==> src/design/dlmb_pkg.sv <==
package dlmb_pkg;

  localparam int DEPTH_BITS  = 24;
  localparam int MM_W        = 16;
  localparam int CFG_DIM_W   = 13;
  localparam int CFG_DATA_W  = 16;
  localparam int CFG_IDX_W   = 2;
  localparam int BOX_W       = 12;
  localparam int MAX_DIM_DEF = 4096;

  localparam int PROD_W = MM_W + DEPTH_BITS;
  localparam int DEN_W  = MM_W + DEPTH_BITS + 1;
  localparam int FN_W   = 2 * MM_W;
  localparam int NUM_W  = FN_W + DEPTH_BITS;
  localparam int FRAC_W = 7;
  localparam int CNT_W  = $clog2(MM_W);
  localparam int T_W    = MM_W + FRAC_W;

  // cutoff at 99 / 100 of far
  localparam int CUT_NUM = 99;
  localparam int CUT_DEN = 100;

  localparam logic [CFG_DIM_W-1:0] WIDTH_RST  = CFG_DIM_W'(640);
  localparam logic [CFG_DIM_W-1:0] HEIGHT_RST = CFG_DIM_W'(480);
  localparam logic [MM_W-1:0]      NEAR_RST   = MM_W'(100);
  localparam logic [MM_W-1:0]      FAR_RST    = MM_W'(10000);

  typedef enum logic [CFG_IDX_W-1:0] {
    REG_IMAGE_WIDTH,
    REG_IMAGE_HEIGHT,
    REG_NEAR_MM,
    REG_FAR_MM
  } cfg_reg_t;

  typedef enum logic [1:0] {
    T_IDLE,
    T_CALC,
    T_PIXEL,
    T_BOX
  } top_state_t;

  typedef enum logic [2:0] {
    D_IDLE,
    D_MULA,
    D_MULB,
    D_CHECK,
    D_QUO,
    D_FRAC_INIT,
    D_FRAC,
    D_FINAL
  } div_state_t;

  typedef struct packed {
    logic            done;
    logic            cut;
    logic [MM_W-1:0] depth;
  } div_res_t;

  typedef struct packed {
    logic step;
    logic masked;
  } frm_ctl_t;

  typedef struct packed {
    logic             found;
    logic [BOX_W-1:0] box_left;
    logic [BOX_W-1:0] box_right;
    logic [BOX_W-1:0] box_top;
    logic [BOX_W-1:0] box_bottom;
  } box_t;

endpackage

==> src/design/dlmb_div.sv <==
module dlmb_div (
  input  logic                            clk,
  input  logic                            rst_n,
  input  logic                            start,
  input  logic [dlmb_pkg::DEPTH_BITS-1:0] code,
  input  logic [dlmb_pkg::MM_W-1:0]       near_mm,
  input  logic [dlmb_pkg::MM_W-1:0]       far_mm,
  output dlmb_pkg::div_res_t              res
);
  import dlmb_pkg::*;

  div_state_t state_r, state_nxt;

  logic [DEPTH_BITS-1:0] code_r;
  logic                  far_ge_r;
  logic [PROD_W-1:0]     prod_r;
  logic [FN_W-1:0]       fn_r;
  logic [DEN_W-1:0]      den_r;
  logic [NUM_W-1:0]      rem_r;
  logic [NUM_W-1:0]      dsh_r;
  logic [CNT_W-1:0]      cnt_r;
  logic [MM_W-1:0]       q_r;
  logic [FRAC_W-1:0]     a_r;
  logic                  round_r;
  logic                  cut_r;
  logic                  done_r;
  logic [MM_W-1:0]       depth_r;

  logic [MM_W-1:0]  span;
  logic [DEN_W-1:0] far_sc;
  logic [DEN_W-1:0] den_calc;
  logic             ovf;
  logic             take;
  logic [NUM_W-1:0] rem_sub;
  logic [DEN_W-1:0] r_low;
  logic [NUM_W-1:0] r_x100;
  logic             rnd;
  logic [T_W-1:0]   t_val;
  logic [T_W-1:0]   c_val;
  logic             cut_fin;
  logic [MM_W:0]    q_rnd;

  always_comb begin
    span     = (far_mm >= near_mm) ? (far_mm - near_mm) : (near_mm - far_mm);
    far_sc   = DEN_W'({far_mm, {DEPTH_BITS{1'b0}}});
    den_calc = far_ge_r ? (far_sc - DEN_W'(prod_r)) : (far_sc + DEN_W'(prod_r));
    // quotient of 2^16 or more is always past the cutoff
    ovf      = DEN_W'({fn_r, {(DEPTH_BITS - MM_W){1'b0}}}) >= den_r;
    take     = rem_r >= dsh_r;
    rem_sub  = rem_r - dsh_r;
    r_low    = rem_r[DEN_W-1:0];
    r_x100   = NUM_W'({r_low, 6'b0}) + NUM_W'({r_low, 5'b0}) + NUM_W'({r_low, 2'b0});
    rnd      = {r_low, 1'b0} >= {1'b0, den_r};
    t_val    = T_W'(q_r) * T_W'(CUT_DEN) + T_W'(a_r);
    c_val    = T_W'(far_mm) * T_W'(CUT_NUM);
    cut_fin  = (t_val > c_val) || ((t_val == c_val) && (rem_r != '0));
    q_rnd    = {1'b0, q_r} + (MM_W + 1)'(round_r);
  end

  always_ff @(posedge clk) begin
    if (!rst_n) begin
      state_r <= D_IDLE;
    end else begin
      state_r <= state_nxt;
    end
  end

  always_comb begin
    state_nxt = state_r;
    case (state_r)
      D_IDLE: begin
        if (start) state_nxt = D_MULA;
      end
      D_MULA:  state_nxt = D_MULB;
      D_MULB:  state_nxt = D_CHECK;
      D_CHECK: begin
        state_nxt = ((den_r == '0) || ovf) ? D_IDLE : D_QUO;
      end
      D_QUO: begin
        if (cnt_r == '0) state_nxt = D_FRAC_INIT;
      end
      D_FRAC_INIT: state_nxt = D_FRAC;
      D_FRAC: begin
        if (cnt_r == '0) state_nxt = D_FINAL;
      end
      D_FINAL: state_nxt = D_IDLE;
      default: state_nxt = D_IDLE;
    endcase
  end

  always_ff @(posedge clk) begin
    if (!rst_n) begin
      done_r <= 1'b0;
    end else begin
      done_r <= 1'b0;
      case (state_r)
        D_IDLE: begin
          if (start) code_r <= code;
        end
        D_MULA: begin
          far_ge_r <= far_mm >= near_mm;
          prod_r   <= span * code_r;
        end
        D_MULB: begin
          fn_r  <= far_mm * near_mm;
          den_r <= den_calc;
        end
        D_CHECK: begin
          if ((den_r == '0) || ovf) begin
            cut_r   <= 1'b1;
            depth_r <= '0;
            done_r  <= 1'b1;
          end else begin
            rem_r <= NUM_W'({fn_r, {DEPTH_BITS{1'b0}}});
            dsh_r <= NUM_W'({den_r, {(MM_W - 1){1'b0}}});
            cnt_r <= CNT_W'(MM_W - 1);
          end
        end
        D_QUO: begin
          if (take) rem_r <= rem_sub;
          q_r   <= {q_r[MM_W-2:0], take};
          dsh_r <= dsh_r >> 1;
          cnt_r <= cnt_r - 1'b1;
        end
        D_FRAC_INIT: begin
          // second pass finds floor(100 * r / den) and its remainder
          rem_r   <= r_x100;
          dsh_r   <= NUM_W'({den_r, {(FRAC_W - 1){1'b0}}});
          round_r <= rnd;
          cnt_r   <= CNT_W'(FRAC_W - 1);
        end
        D_FRAC: begin
          if (take) rem_r <= rem_sub;
          a_r   <= {a_r[FRAC_W-2:0], take};
          dsh_r <= dsh_r >> 1;
          cnt_r <= cnt_r - 1'b1;
        end
        D_FINAL: begin
          cut_r   <= cut_fin;
          depth_r <= cut_fin ? '0 : (q_rnd[MM_W] ? '1 : q_rnd[MM_W-1:0]);
          done_r  <= 1'b1;
        end
        default: begin
        end
      endcase
    end
  end

  assign res.done  = done_r;
  assign res.cut   = cut_r;
  assign res.depth = depth_r;

endmodule

==> src/design/dlmb_frame.sv <==
module dlmb_frame #(
  parameter int MAX_DIM = dlmb_pkg::MAX_DIM_DEF
) (
  input  logic                           clk,
  input  logic                           rst_n,
  input  logic [dlmb_pkg::CFG_DIM_W-1:0] image_width,
  input  logic [dlmb_pkg::CFG_DIM_W-1:0] image_height,
  input  dlmb_pkg::frm_ctl_t             ctl,
  output logic                           frame_end,
  output dlmb_pkg::box_t                 box
);
  import dlmb_pkg::*;

  localparam int DIM_W = $clog2(MAX_DIM);
  localparam int EFF_W = $clog2(MAX_DIM + 1);

  function automatic logic [EFF_W-1:0] eff_dim(input logic [CFG_DIM_W-1:0] v);
    logic [EFF_W-1:0] d;
    if (v == '0) begin
      d = EFF_W'(1);
    end else if (32'(v) > 32'(MAX_DIM)) begin
      d = EFF_W'(MAX_DIM);
    end else begin
      d = EFF_W'(v);
    end
    return d;
  endfunction

  logic [DIM_W-1:0] col_r, row_r;
  logic [DIM_W-1:0] min_col_r, max_col_r, min_row_r, max_row_r;
  logic             any_r;
  box_t             box_r;

  logic [EFF_W-1:0] w, h, col_inc, row_inc;
  logic             col_wrap, row_wrap;
  logic [DIM_W-1:0] min_col_u, max_col_u, min_row_u, max_row_u;
  logic             any_u;
  box_t             box_nxt;

  always_comb begin
    w        = eff_dim(image_width);
    h        = eff_dim(image_height);
    col_inc  = EFF_W'(col_r) + EFF_W'(1);
    row_inc  = EFF_W'(row_r) + EFF_W'(1);
    col_wrap = !(col_inc < w);
    row_wrap = !(row_inc < h);
    frame_end = col_wrap && row_wrap;

    min_col_u = (ctl.masked && (col_r < min_col_r)) ? col_r : min_col_r;
    max_col_u = (ctl.masked && (col_r > max_col_r)) ? col_r : max_col_r;
    min_row_u = (ctl.masked && (row_r < min_row_r)) ? row_r : min_row_r;
    max_row_u = (ctl.masked && (row_r > max_row_r)) ? row_r : max_row_r;
    any_u     = any_r || ctl.masked;

    // widen by one, clamp to the image
    box_nxt = '0;
    box_nxt.found = any_u;
    if (any_u) begin
      box_nxt.box_left   = BOX_W'((min_col_u != '0) ? (min_col_u - 1'b1) : '0);
      box_nxt.box_top    = BOX_W'((min_row_u != '0) ? (min_row_u - 1'b1) : '0);
      box_nxt.box_right  = BOX_W'((EFF_W'(max_col_u) < (w - 1'b1)) ?
                                  (EFF_W'(max_col_u) + 1'b1) : (w - 1'b1));
      box_nxt.box_bottom = BOX_W'((EFF_W'(max_row_u) < (h - 1'b1)) ?
                                  (EFF_W'(max_row_u) + 1'b1) : (h - 1'b1));
    end
  end

  always_ff @(posedge clk) begin
    if (!rst_n) begin
      col_r     <= '0;
      row_r     <= '0;
      min_col_r <= DIM_W'(MAX_DIM - 1);
      max_col_r <= '0;
      min_row_r <= DIM_W'(MAX_DIM - 1);
      max_row_r <= '0;
      any_r     <= 1'b0;
    end else if (ctl.step) begin
      if (frame_end) begin
        box_r     <= box_nxt;
        col_r     <= '0;
        row_r     <= '0;
        min_col_r <= DIM_W'(MAX_DIM - 1);
        max_col_r <= '0;
        min_row_r <= DIM_W'(MAX_DIM - 1);
        max_row_r <= '0;
        any_r     <= 1'b0;
      end else begin
        col_r     <= col_wrap ? '0 : DIM_W'(col_inc);
        if (col_wrap) row_r <= DIM_W'(row_inc);
        min_col_r <= min_col_u;
        max_col_r <= max_col_u;
        min_row_r <= min_row_u;
        max_row_r <= max_row_u;
        any_r     <= any_u;
      end
    end
  end

  assign box = box_r;

endmodule

==> src/design/depth_linearize_mask_bbox.sv <==
// channel  direction  handshake          payload
// in       into       in_valid/in_stall  in_depth_code
// out      out of     out_valid/out_stall out_is_box, out_depth_mm, out_in_mask,
//                                         out_box_*, out_box_found, out_last
// cfg      into       cfg_wr_en          cfg_index, cfg_wdata
//
// one pixel at a time: a new pixel is accepted only after the last one is handed to
// the output register; the bit-serial divider takes 16 quotient steps plus 7 steps
// for the cutoff fraction, which a pixel found past the cutoff early (zero denominator
// or quotient of 2^16 or more) skips; the frame's last pixel is followed by the box word
// reset is synchronous and restores the register defaults and an empty frame
// the finished word waits in the output register under out_stall while in_stall
// stays high until the core has handed its result over

module depth_linearize_mask_bbox #(
  parameter int MAX_DIM = dlmb_pkg::MAX_DIM_DEF
) (
  input  logic                            clk,
  input  logic                            rst_n,
  input  logic                            in_valid,
  output logic                            in_stall,
  input  logic [dlmb_pkg::DEPTH_BITS-1:0] in_depth_code,
  output logic                            out_valid,
  input  logic                            out_stall,
  output logic                            out_is_box,
  output logic [dlmb_pkg::MM_W-1:0]       out_depth_mm,
  output logic                            out_in_mask,
  output logic [dlmb_pkg::BOX_W-1:0]      out_box_left,
  output logic [dlmb_pkg::BOX_W-1:0]      out_box_right,
  output logic [dlmb_pkg::BOX_W-1:0]      out_box_top,
  output logic [dlmb_pkg::BOX_W-1:0]      out_box_bottom,
  output logic                            out_box_found,
  output logic                            out_last,
  input  logic                            cfg_wr_en,
  input  logic [dlmb_pkg::CFG_IDX_W-1:0]  cfg_index,
  input  logic [dlmb_pkg::CFG_DATA_W-1:0] cfg_wdata
);
  import dlmb_pkg::*;

  top_state_t state_r, state_nxt;

  logic [CFG_DIM_W-1:0] image_width_r, image_height_r;
  logic [MM_W-1:0]      near_mm_r, far_mm_r;

  logic             out_valid_r;
  logic             out_is_box_r;
  logic [MM_W-1:0]  out_depth_r;
  logic             out_in_mask_r;
  box_t             out_box_r;
  logic             out_last_r;

  logic     out_free;
  logic     div_start;
  logic     load_pix;
  logic     load_box;
  div_res_t div_res;
  frm_ctl_t frm_ctl;
  logic     frame_end;
  box_t     box;

  dlmb_div u_div (
    .clk     (clk),
    .rst_n   (rst_n),
    .start   (div_start),
    .code    (in_depth_code),
    .near_mm (near_mm_r),
    .far_mm  (far_mm_r),
    .res     (div_res)
  );

  dlmb_frame #(
    .MAX_DIM (MAX_DIM)
  ) u_frame (
    .clk          (clk),
    .rst_n        (rst_n),
    .image_width  (image_width_r),
    .image_height (image_height_r),
    .ctl          (frm_ctl),
    .frame_end    (frame_end),
    .box          (box)
  );

  always_ff @(posedge clk) begin
    if (!rst_n) begin
      image_width_r  <= WIDTH_RST;
      image_height_r <= HEIGHT_RST;
      near_mm_r      <= NEAR_RST;
      far_mm_r       <= FAR_RST;
    end else if (cfg_wr_en) begin
      case (cfg_index)
        REG_IMAGE_WIDTH:  image_width_r  <= cfg_wdata[CFG_DIM_W-1:0];
        REG_IMAGE_HEIGHT: image_height_r <= cfg_wdata[CFG_DIM_W-1:0];
        REG_NEAR_MM:      near_mm_r      <= cfg_wdata[MM_W-1:0];
        REG_FAR_MM:       far_mm_r       <= cfg_wdata[MM_W-1:0];
        default: begin
        end
      endcase
    end
  end

  always_ff @(posedge clk) begin
    if (!rst_n) begin
      state_r <= T_IDLE;
    end else begin
      state_r <= state_nxt;
    end
  end

  always_comb begin
    state_nxt      = state_r;
    out_free       = !out_valid_r || !out_stall;
    in_stall       = 1'b1;
    div_start      = 1'b0;
    load_pix       = 1'b0;
    load_box       = 1'b0;
    case (state_r)
      T_IDLE: begin
        in_stall  = 1'b0;
        div_start = in_valid;
        if (in_valid) state_nxt = T_CALC;
      end
      T_CALC: begin
        if (div_res.done) state_nxt = T_PIXEL;
      end
      T_PIXEL: begin
        if (out_free) begin
          load_pix  = 1'b1;
          state_nxt = frame_end ? T_BOX : T_IDLE;
        end
      end
      T_BOX: begin
        if (out_free) begin
          load_box  = 1'b1;
          state_nxt = T_IDLE;
        end
      end
      default: state_nxt = T_IDLE;
    endcase
    frm_ctl.step   = load_pix;
    frm_ctl.masked = !div_res.cut;
  end

  always_ff @(posedge clk) begin
    if (!rst_n) begin
      out_valid_r <= 1'b0;
    end else if (load_pix) begin
      out_valid_r   <= 1'b1;
      out_is_box_r  <= 1'b0;
      out_depth_r   <= div_res.depth;
      out_in_mask_r <= !div_res.cut;
      out_box_r     <= '0;
      out_last_r    <= !frame_end;
    end else if (load_box) begin
      out_valid_r   <= 1'b1;
      out_is_box_r  <= 1'b1;
      out_depth_r   <= '0;
      out_in_mask_r <= 1'b0;
      out_box_r     <= box;
      out_last_r    <= 1'b1;
    end else if (!out_stall) begin
      out_valid_r <= 1'b0;
    end
  end

  assign out_valid      = out_valid_r;
  assign out_is_box     = out_is_box_r;
  assign out_depth_mm   = out_depth_r;
  assign out_in_mask    = out_in_mask_r;
  assign out_box_left   = out_box_r.box_left;
  assign out_box_right  = out_box_r.box_right;
  assign out_box_top    = out_box_r.box_top;
  assign out_box_bottom = out_box_r.box_bottom;
  assign out_box_found  = out_box_r.found;
  assign out_last       = out_last_r;

endmodule

==> config.mk <==
export PLATFORM = sky130hd
export DESIGN_NAME = depth_linearize_mask_bbox
export DESIGN_NICKNAME = d
export VERILOG_FILES = /design/src/design/dlmb_pkg.sv /design/src/design/dlmb_div.sv /design/src/design/dlmb_frame.sv /design/src/design/depth_linearize_mask_bbox.sv
export SDC_FILE = /design/constraint.sdc
export NUM_CORES = 2
export LEC_CHECK = 0
export BUFFER_PORTS_ARGS = -buffer_cell sky130_fd_sc_hd__buf_2
export CAP_MARGIN = 10
export CORE_ASPECT_RATIO = 1.2
export CORE_UTILIZATION = 60
export DETAILED_ROUTE_END_ITERATION = 6
export PLACE_DENSITY = 0.79
export SYNTH_ARGS = -nofsm -noshare
export SYNTH_HDL_FRONTEND = slang
export SYNTH_SLANG_ARGS = --single-unit
==> constraint.sdc <==
create_clock -name clk -period 17.2 [get_ports clk]
set_input_delay 0 -clock clk [delete_from_list [all_inputs] [get_ports clk]]
set_output_delay 0 -clock clk [all_outputs]
set_load 0.01 [all_outputs]
==> results.sh <==
export IMPL_synth_fp_nets=8296
export IMPL_start_util_pct=60.7
export IMPL_syn_avg_cell_area_um2=9.04
export IMPL_fin_crit_sh_pct=68.4
export IMPL_worstSetupStartpoint="near_mm_r[0]$_SDFFE_PN0P_"
export IMPL_clock_latency_ns=0.72
export IMPL_cts_tree="built"
export IMPL_grt_max_degree=87
export IMPL_async_reset_ff_share_pct=0
export IMPL_seq_area_frac_synth_pct=24.1
export IMPL_nNetsFinal=8370
export IMPL_io_pins=117
export IMPL_drt_vias_per_instance=6.02
export IMPL_violations="design-rule violations"
export IMPL_die_x_um=297
export IMPL_postCtsSetupBuffers=0
export IMPL_rr_endpoint="u_div.prod_r[39]$_DFFE_PP_"
export IMPL_fin_setup_tns_ns=0
export IMPL_min_path_type="input port to register"
export IMPL_fin_skew_ns=0.0766
export IMPL_antenna_left=0
export IMPL_grt_util_all_layers_pct=32.7
export IMPL_dpl_hpwl_mm=135
export IMPL_worstSetupEndpoint="u_div.prod_r[39]$_DFFE_PP_"
export IMPL_first_iter_violations=3811
export IMPL_r2r_cells=31
export IMPL_area_growth_pct=7.57
export IMPL_fillCellCount=8359
export IMPL_synthTopCellsByArea="edfxtp_1 20%, fa_1 17%, ha_1 16%"
export IMPL_period_needed_ns=11.76
export IMPL_place_inst=8250
export IMPL_grt_busiest_layer="met2"
export IMPL_worstSetupEndpointType="register"
export IMPL_cts_buffers=60
export IMPL_slowest_stage="a2111oi_2"
export IMPL_tightest_slew_ns=1.23
export IMPL_hold_violations=0
export IMPL_grt_pass1_vias=51272
export IMPL_num_rows=129
export IMPL_max_freq_mhz=85.0
export IMPL_relSlewSlack_pct=18.2
export IMPL_num_vias=50732
export IMPL_h_tree_depth=2
export IMPL_ff2ff_setup_slack_ns=5.44
export IMPL_routedWlPerCell_um=20.6
export IMPL_synth_edf_count=412
export IMPL_totalWireLength_mm=174
export IMPL_place_ws_ns=5.66
export IMPL_slowest_delay_ns=0.84
export IMPL_clockRootBuffer="clkbuf_16"
export IMPL_synth_distinct_cells=101
export IMPL_ctsResizeCount=0
export IMPL_crit_arrival_ns=12.16
export IMPL_grt_overflow_total=0
export IMPL_use_met3_pct=4.30
export IMPL_grt_pass1_wl_mm=274
export IMPL_r2r_start="near_mm_r[0]$_SDFFE_PN0P_"
export IMPL_portBuffers=116
export IMPL_drc=3
export IMPL_cp_data_required_time_ns=17.60
export IMPL_slew_viol_final=0
export IMPL_final_cell_mix="1059 x inv_1, 779 x ha_1, 759 x nand2_1"
export IMPL_grt_util_met1_pct=39.0
export IMPL_place_congestion=1.03
export IMPL_synth_area_um2=62700
export IMPL_drtPass1Iterations=7
export IMPL_antenna_found_initial=6
export IMPL_coreArea_um2=103000
export IMPL_synth_ff_type="edfxtp_1"
export IMPL_rsz0062_at_grt="no"
export IMPL_synth_top_area_share_pct=19.7
export IMPL_yosys_register_bits=550
export IMPL_path_clk_slew_ns=0.07
export IMPL_maxCapViolations=0
export IMPL_layout_setup_ws_ns=5.44
export IMPL_clock_path_buffers=3
export IMPL_fp_dieH_um=356
export IMPL_setup_viol=0
export IMPL_drive_above_1_share_pct=5.77
export IMPL_outcome="finished with violations"
export IMPL_layout_commonest_cell="inv_1"
export IMPL_holdWs_ns=0.0393
export IMPL_ys_warn_count=0
export IMPL_worstSetupPathType="register to register"
export IMPL_synth_top_area_cell="edfxtp_1"
export IMPL_globalRouteMet2Util_pct=56.8
export IMPL_critPathMaxFanout=25
export IMPL_netlist_instances=6932
export IMPL_die_area_um2=106000
export IMPL_fin_cells=8434
export IMPL_cp_common_cell="fa_1"
export IMPL_cts_sinks=550
export IMPL_cp_start_kind="register"
==> layout make-up <==
class                      count  area, µm²  share of cell area (%)
sequential                   550      15100                    22.4
antenna                        3       7.51                  0.0111
multi-input combinational   5067      42700                    63.3
timing repair buffer         260       1830                    2.72
clock inverter                42        462                   0.685
inverter                    1067       4010                    5.94
clock buffer                  70       1590                    2.35
tap                         1375       1720                    2.55
==> flip-flops by register name (all words and copies together), names as in the netlist, 13 cells and up <==
register        flops
u_div.q_r          16
near_mm_r          16
u_div.dsh_r        56
u_div.prod_r       40
u_div.rem_r        56
u_div.depth_r      16
out_depth_mm       16
image_width_r      13
u_frame.box        49
u_div.code_r       24
u_div.fn_r         32
far_mm_r           16
image_height_r     13
u_div.den_r        41
==> layer usage <==
layer / part of all wire, % / vias to the layer above
met5: 0.022 / -
met4: 6.6 / 6
met3: 6.6 / 632
met2: 49 / 2069
met1: 38 / 24518
li1: - / 23507
==> how the worst min path moves through the flow <==
stage | from | end | slack, ns | cells after the start
2_1_floorplan | in_depth_code[0] | u_div.code_r[0]$_DFFE_PP_ | 0.1 | 0
3_3_place_gp | in_depth_code[15] | u_div.code_r[15]$_DFFE_PP_ | 0.18 | 1
3_5_place_dp | in_depth_code[13] | u_div.code_r[13]$_DFFE_PP_ | 0.18 | 1
4_1_cts | in_depth_code[18] | u_div.code_r[18]$_DFFE_PP_ | 0.01 | 2
5_1_grt | in_depth_code[7] | u_div.code_r[7]$_DFFE_PP_ | 0.02 | 2
6_report | in_depth_code[7] | u_div.code_r[7]$_DFFE_PP_ | 0.04 | 2
==> worst max-delay path, delay by kind of cell, from the launching register on <==
family	cells	cell delay (ns)
fa+ha+maj	8	4.23
flops	1	0.67
xor+xnor	1	0.09
mux	1	0.40
buf+inv	3	0.34
simple gates	4	1.43
compound gates	14	4.27
==> through the flow <==
step	util (%)	area [µm²]
after floorplan	-	62700
after CTS	65.3	67400
after global routing	65.3	67400
final	65.3	67400
after detailed placement	62.6	64700
after global placement	62.6	64700
==> Yosys cell counts (30+ instances only) <==
library cell	instances
xor2_1	123
clkbuf_1	198
a31oi_1	38
nand4_1	71
and3_1	46
ha_1	779
o21ai_0	231
a22oi_1	48
nor3_1	74
o21bai_1	39
a21oi_1	414
mux2_2	32
o31ai_1	37
o21a_1	54
edfxtp_1	412
nand2_1	760
nor2_1	384
a211oi_1	34
fa_1	538
inv_1	1060
a21o_1	161
and2_1	248
o22ai_1	33
nor4_1	39
nand2b_1	60
nor2b_1	67
o221ai_1	45
xnor2_1	234
nand3_1	112
buf_2	30
dfxtp_1	138
mux2i_1	54
==> logic make-up after synthesis <==
kind of cell	after synthesis	share of synthesized area, %
AO/OA/AOI/OAI	1337	13.7
XOR/XNOR	357	4.99
adder cells (fa/ha/maj)	1317	32.7
buffers and inverters	1315	8.01
flip-flops	550	24.1
multiplexers	88	1.48
AND/OR/NAND/NOR	1968	14.9
==> what timing repair did <==
action / 4_1_cts / 5_1_grt
hold buffers: 69 / 0
endpoints found under the hold margin: 94 / 0
setup endpoints to repair: 0 / 0
Power is left out: the tool's default activity adds up to more than one toggle a clock period on the data nets, which glitch-free logic cannot reach.
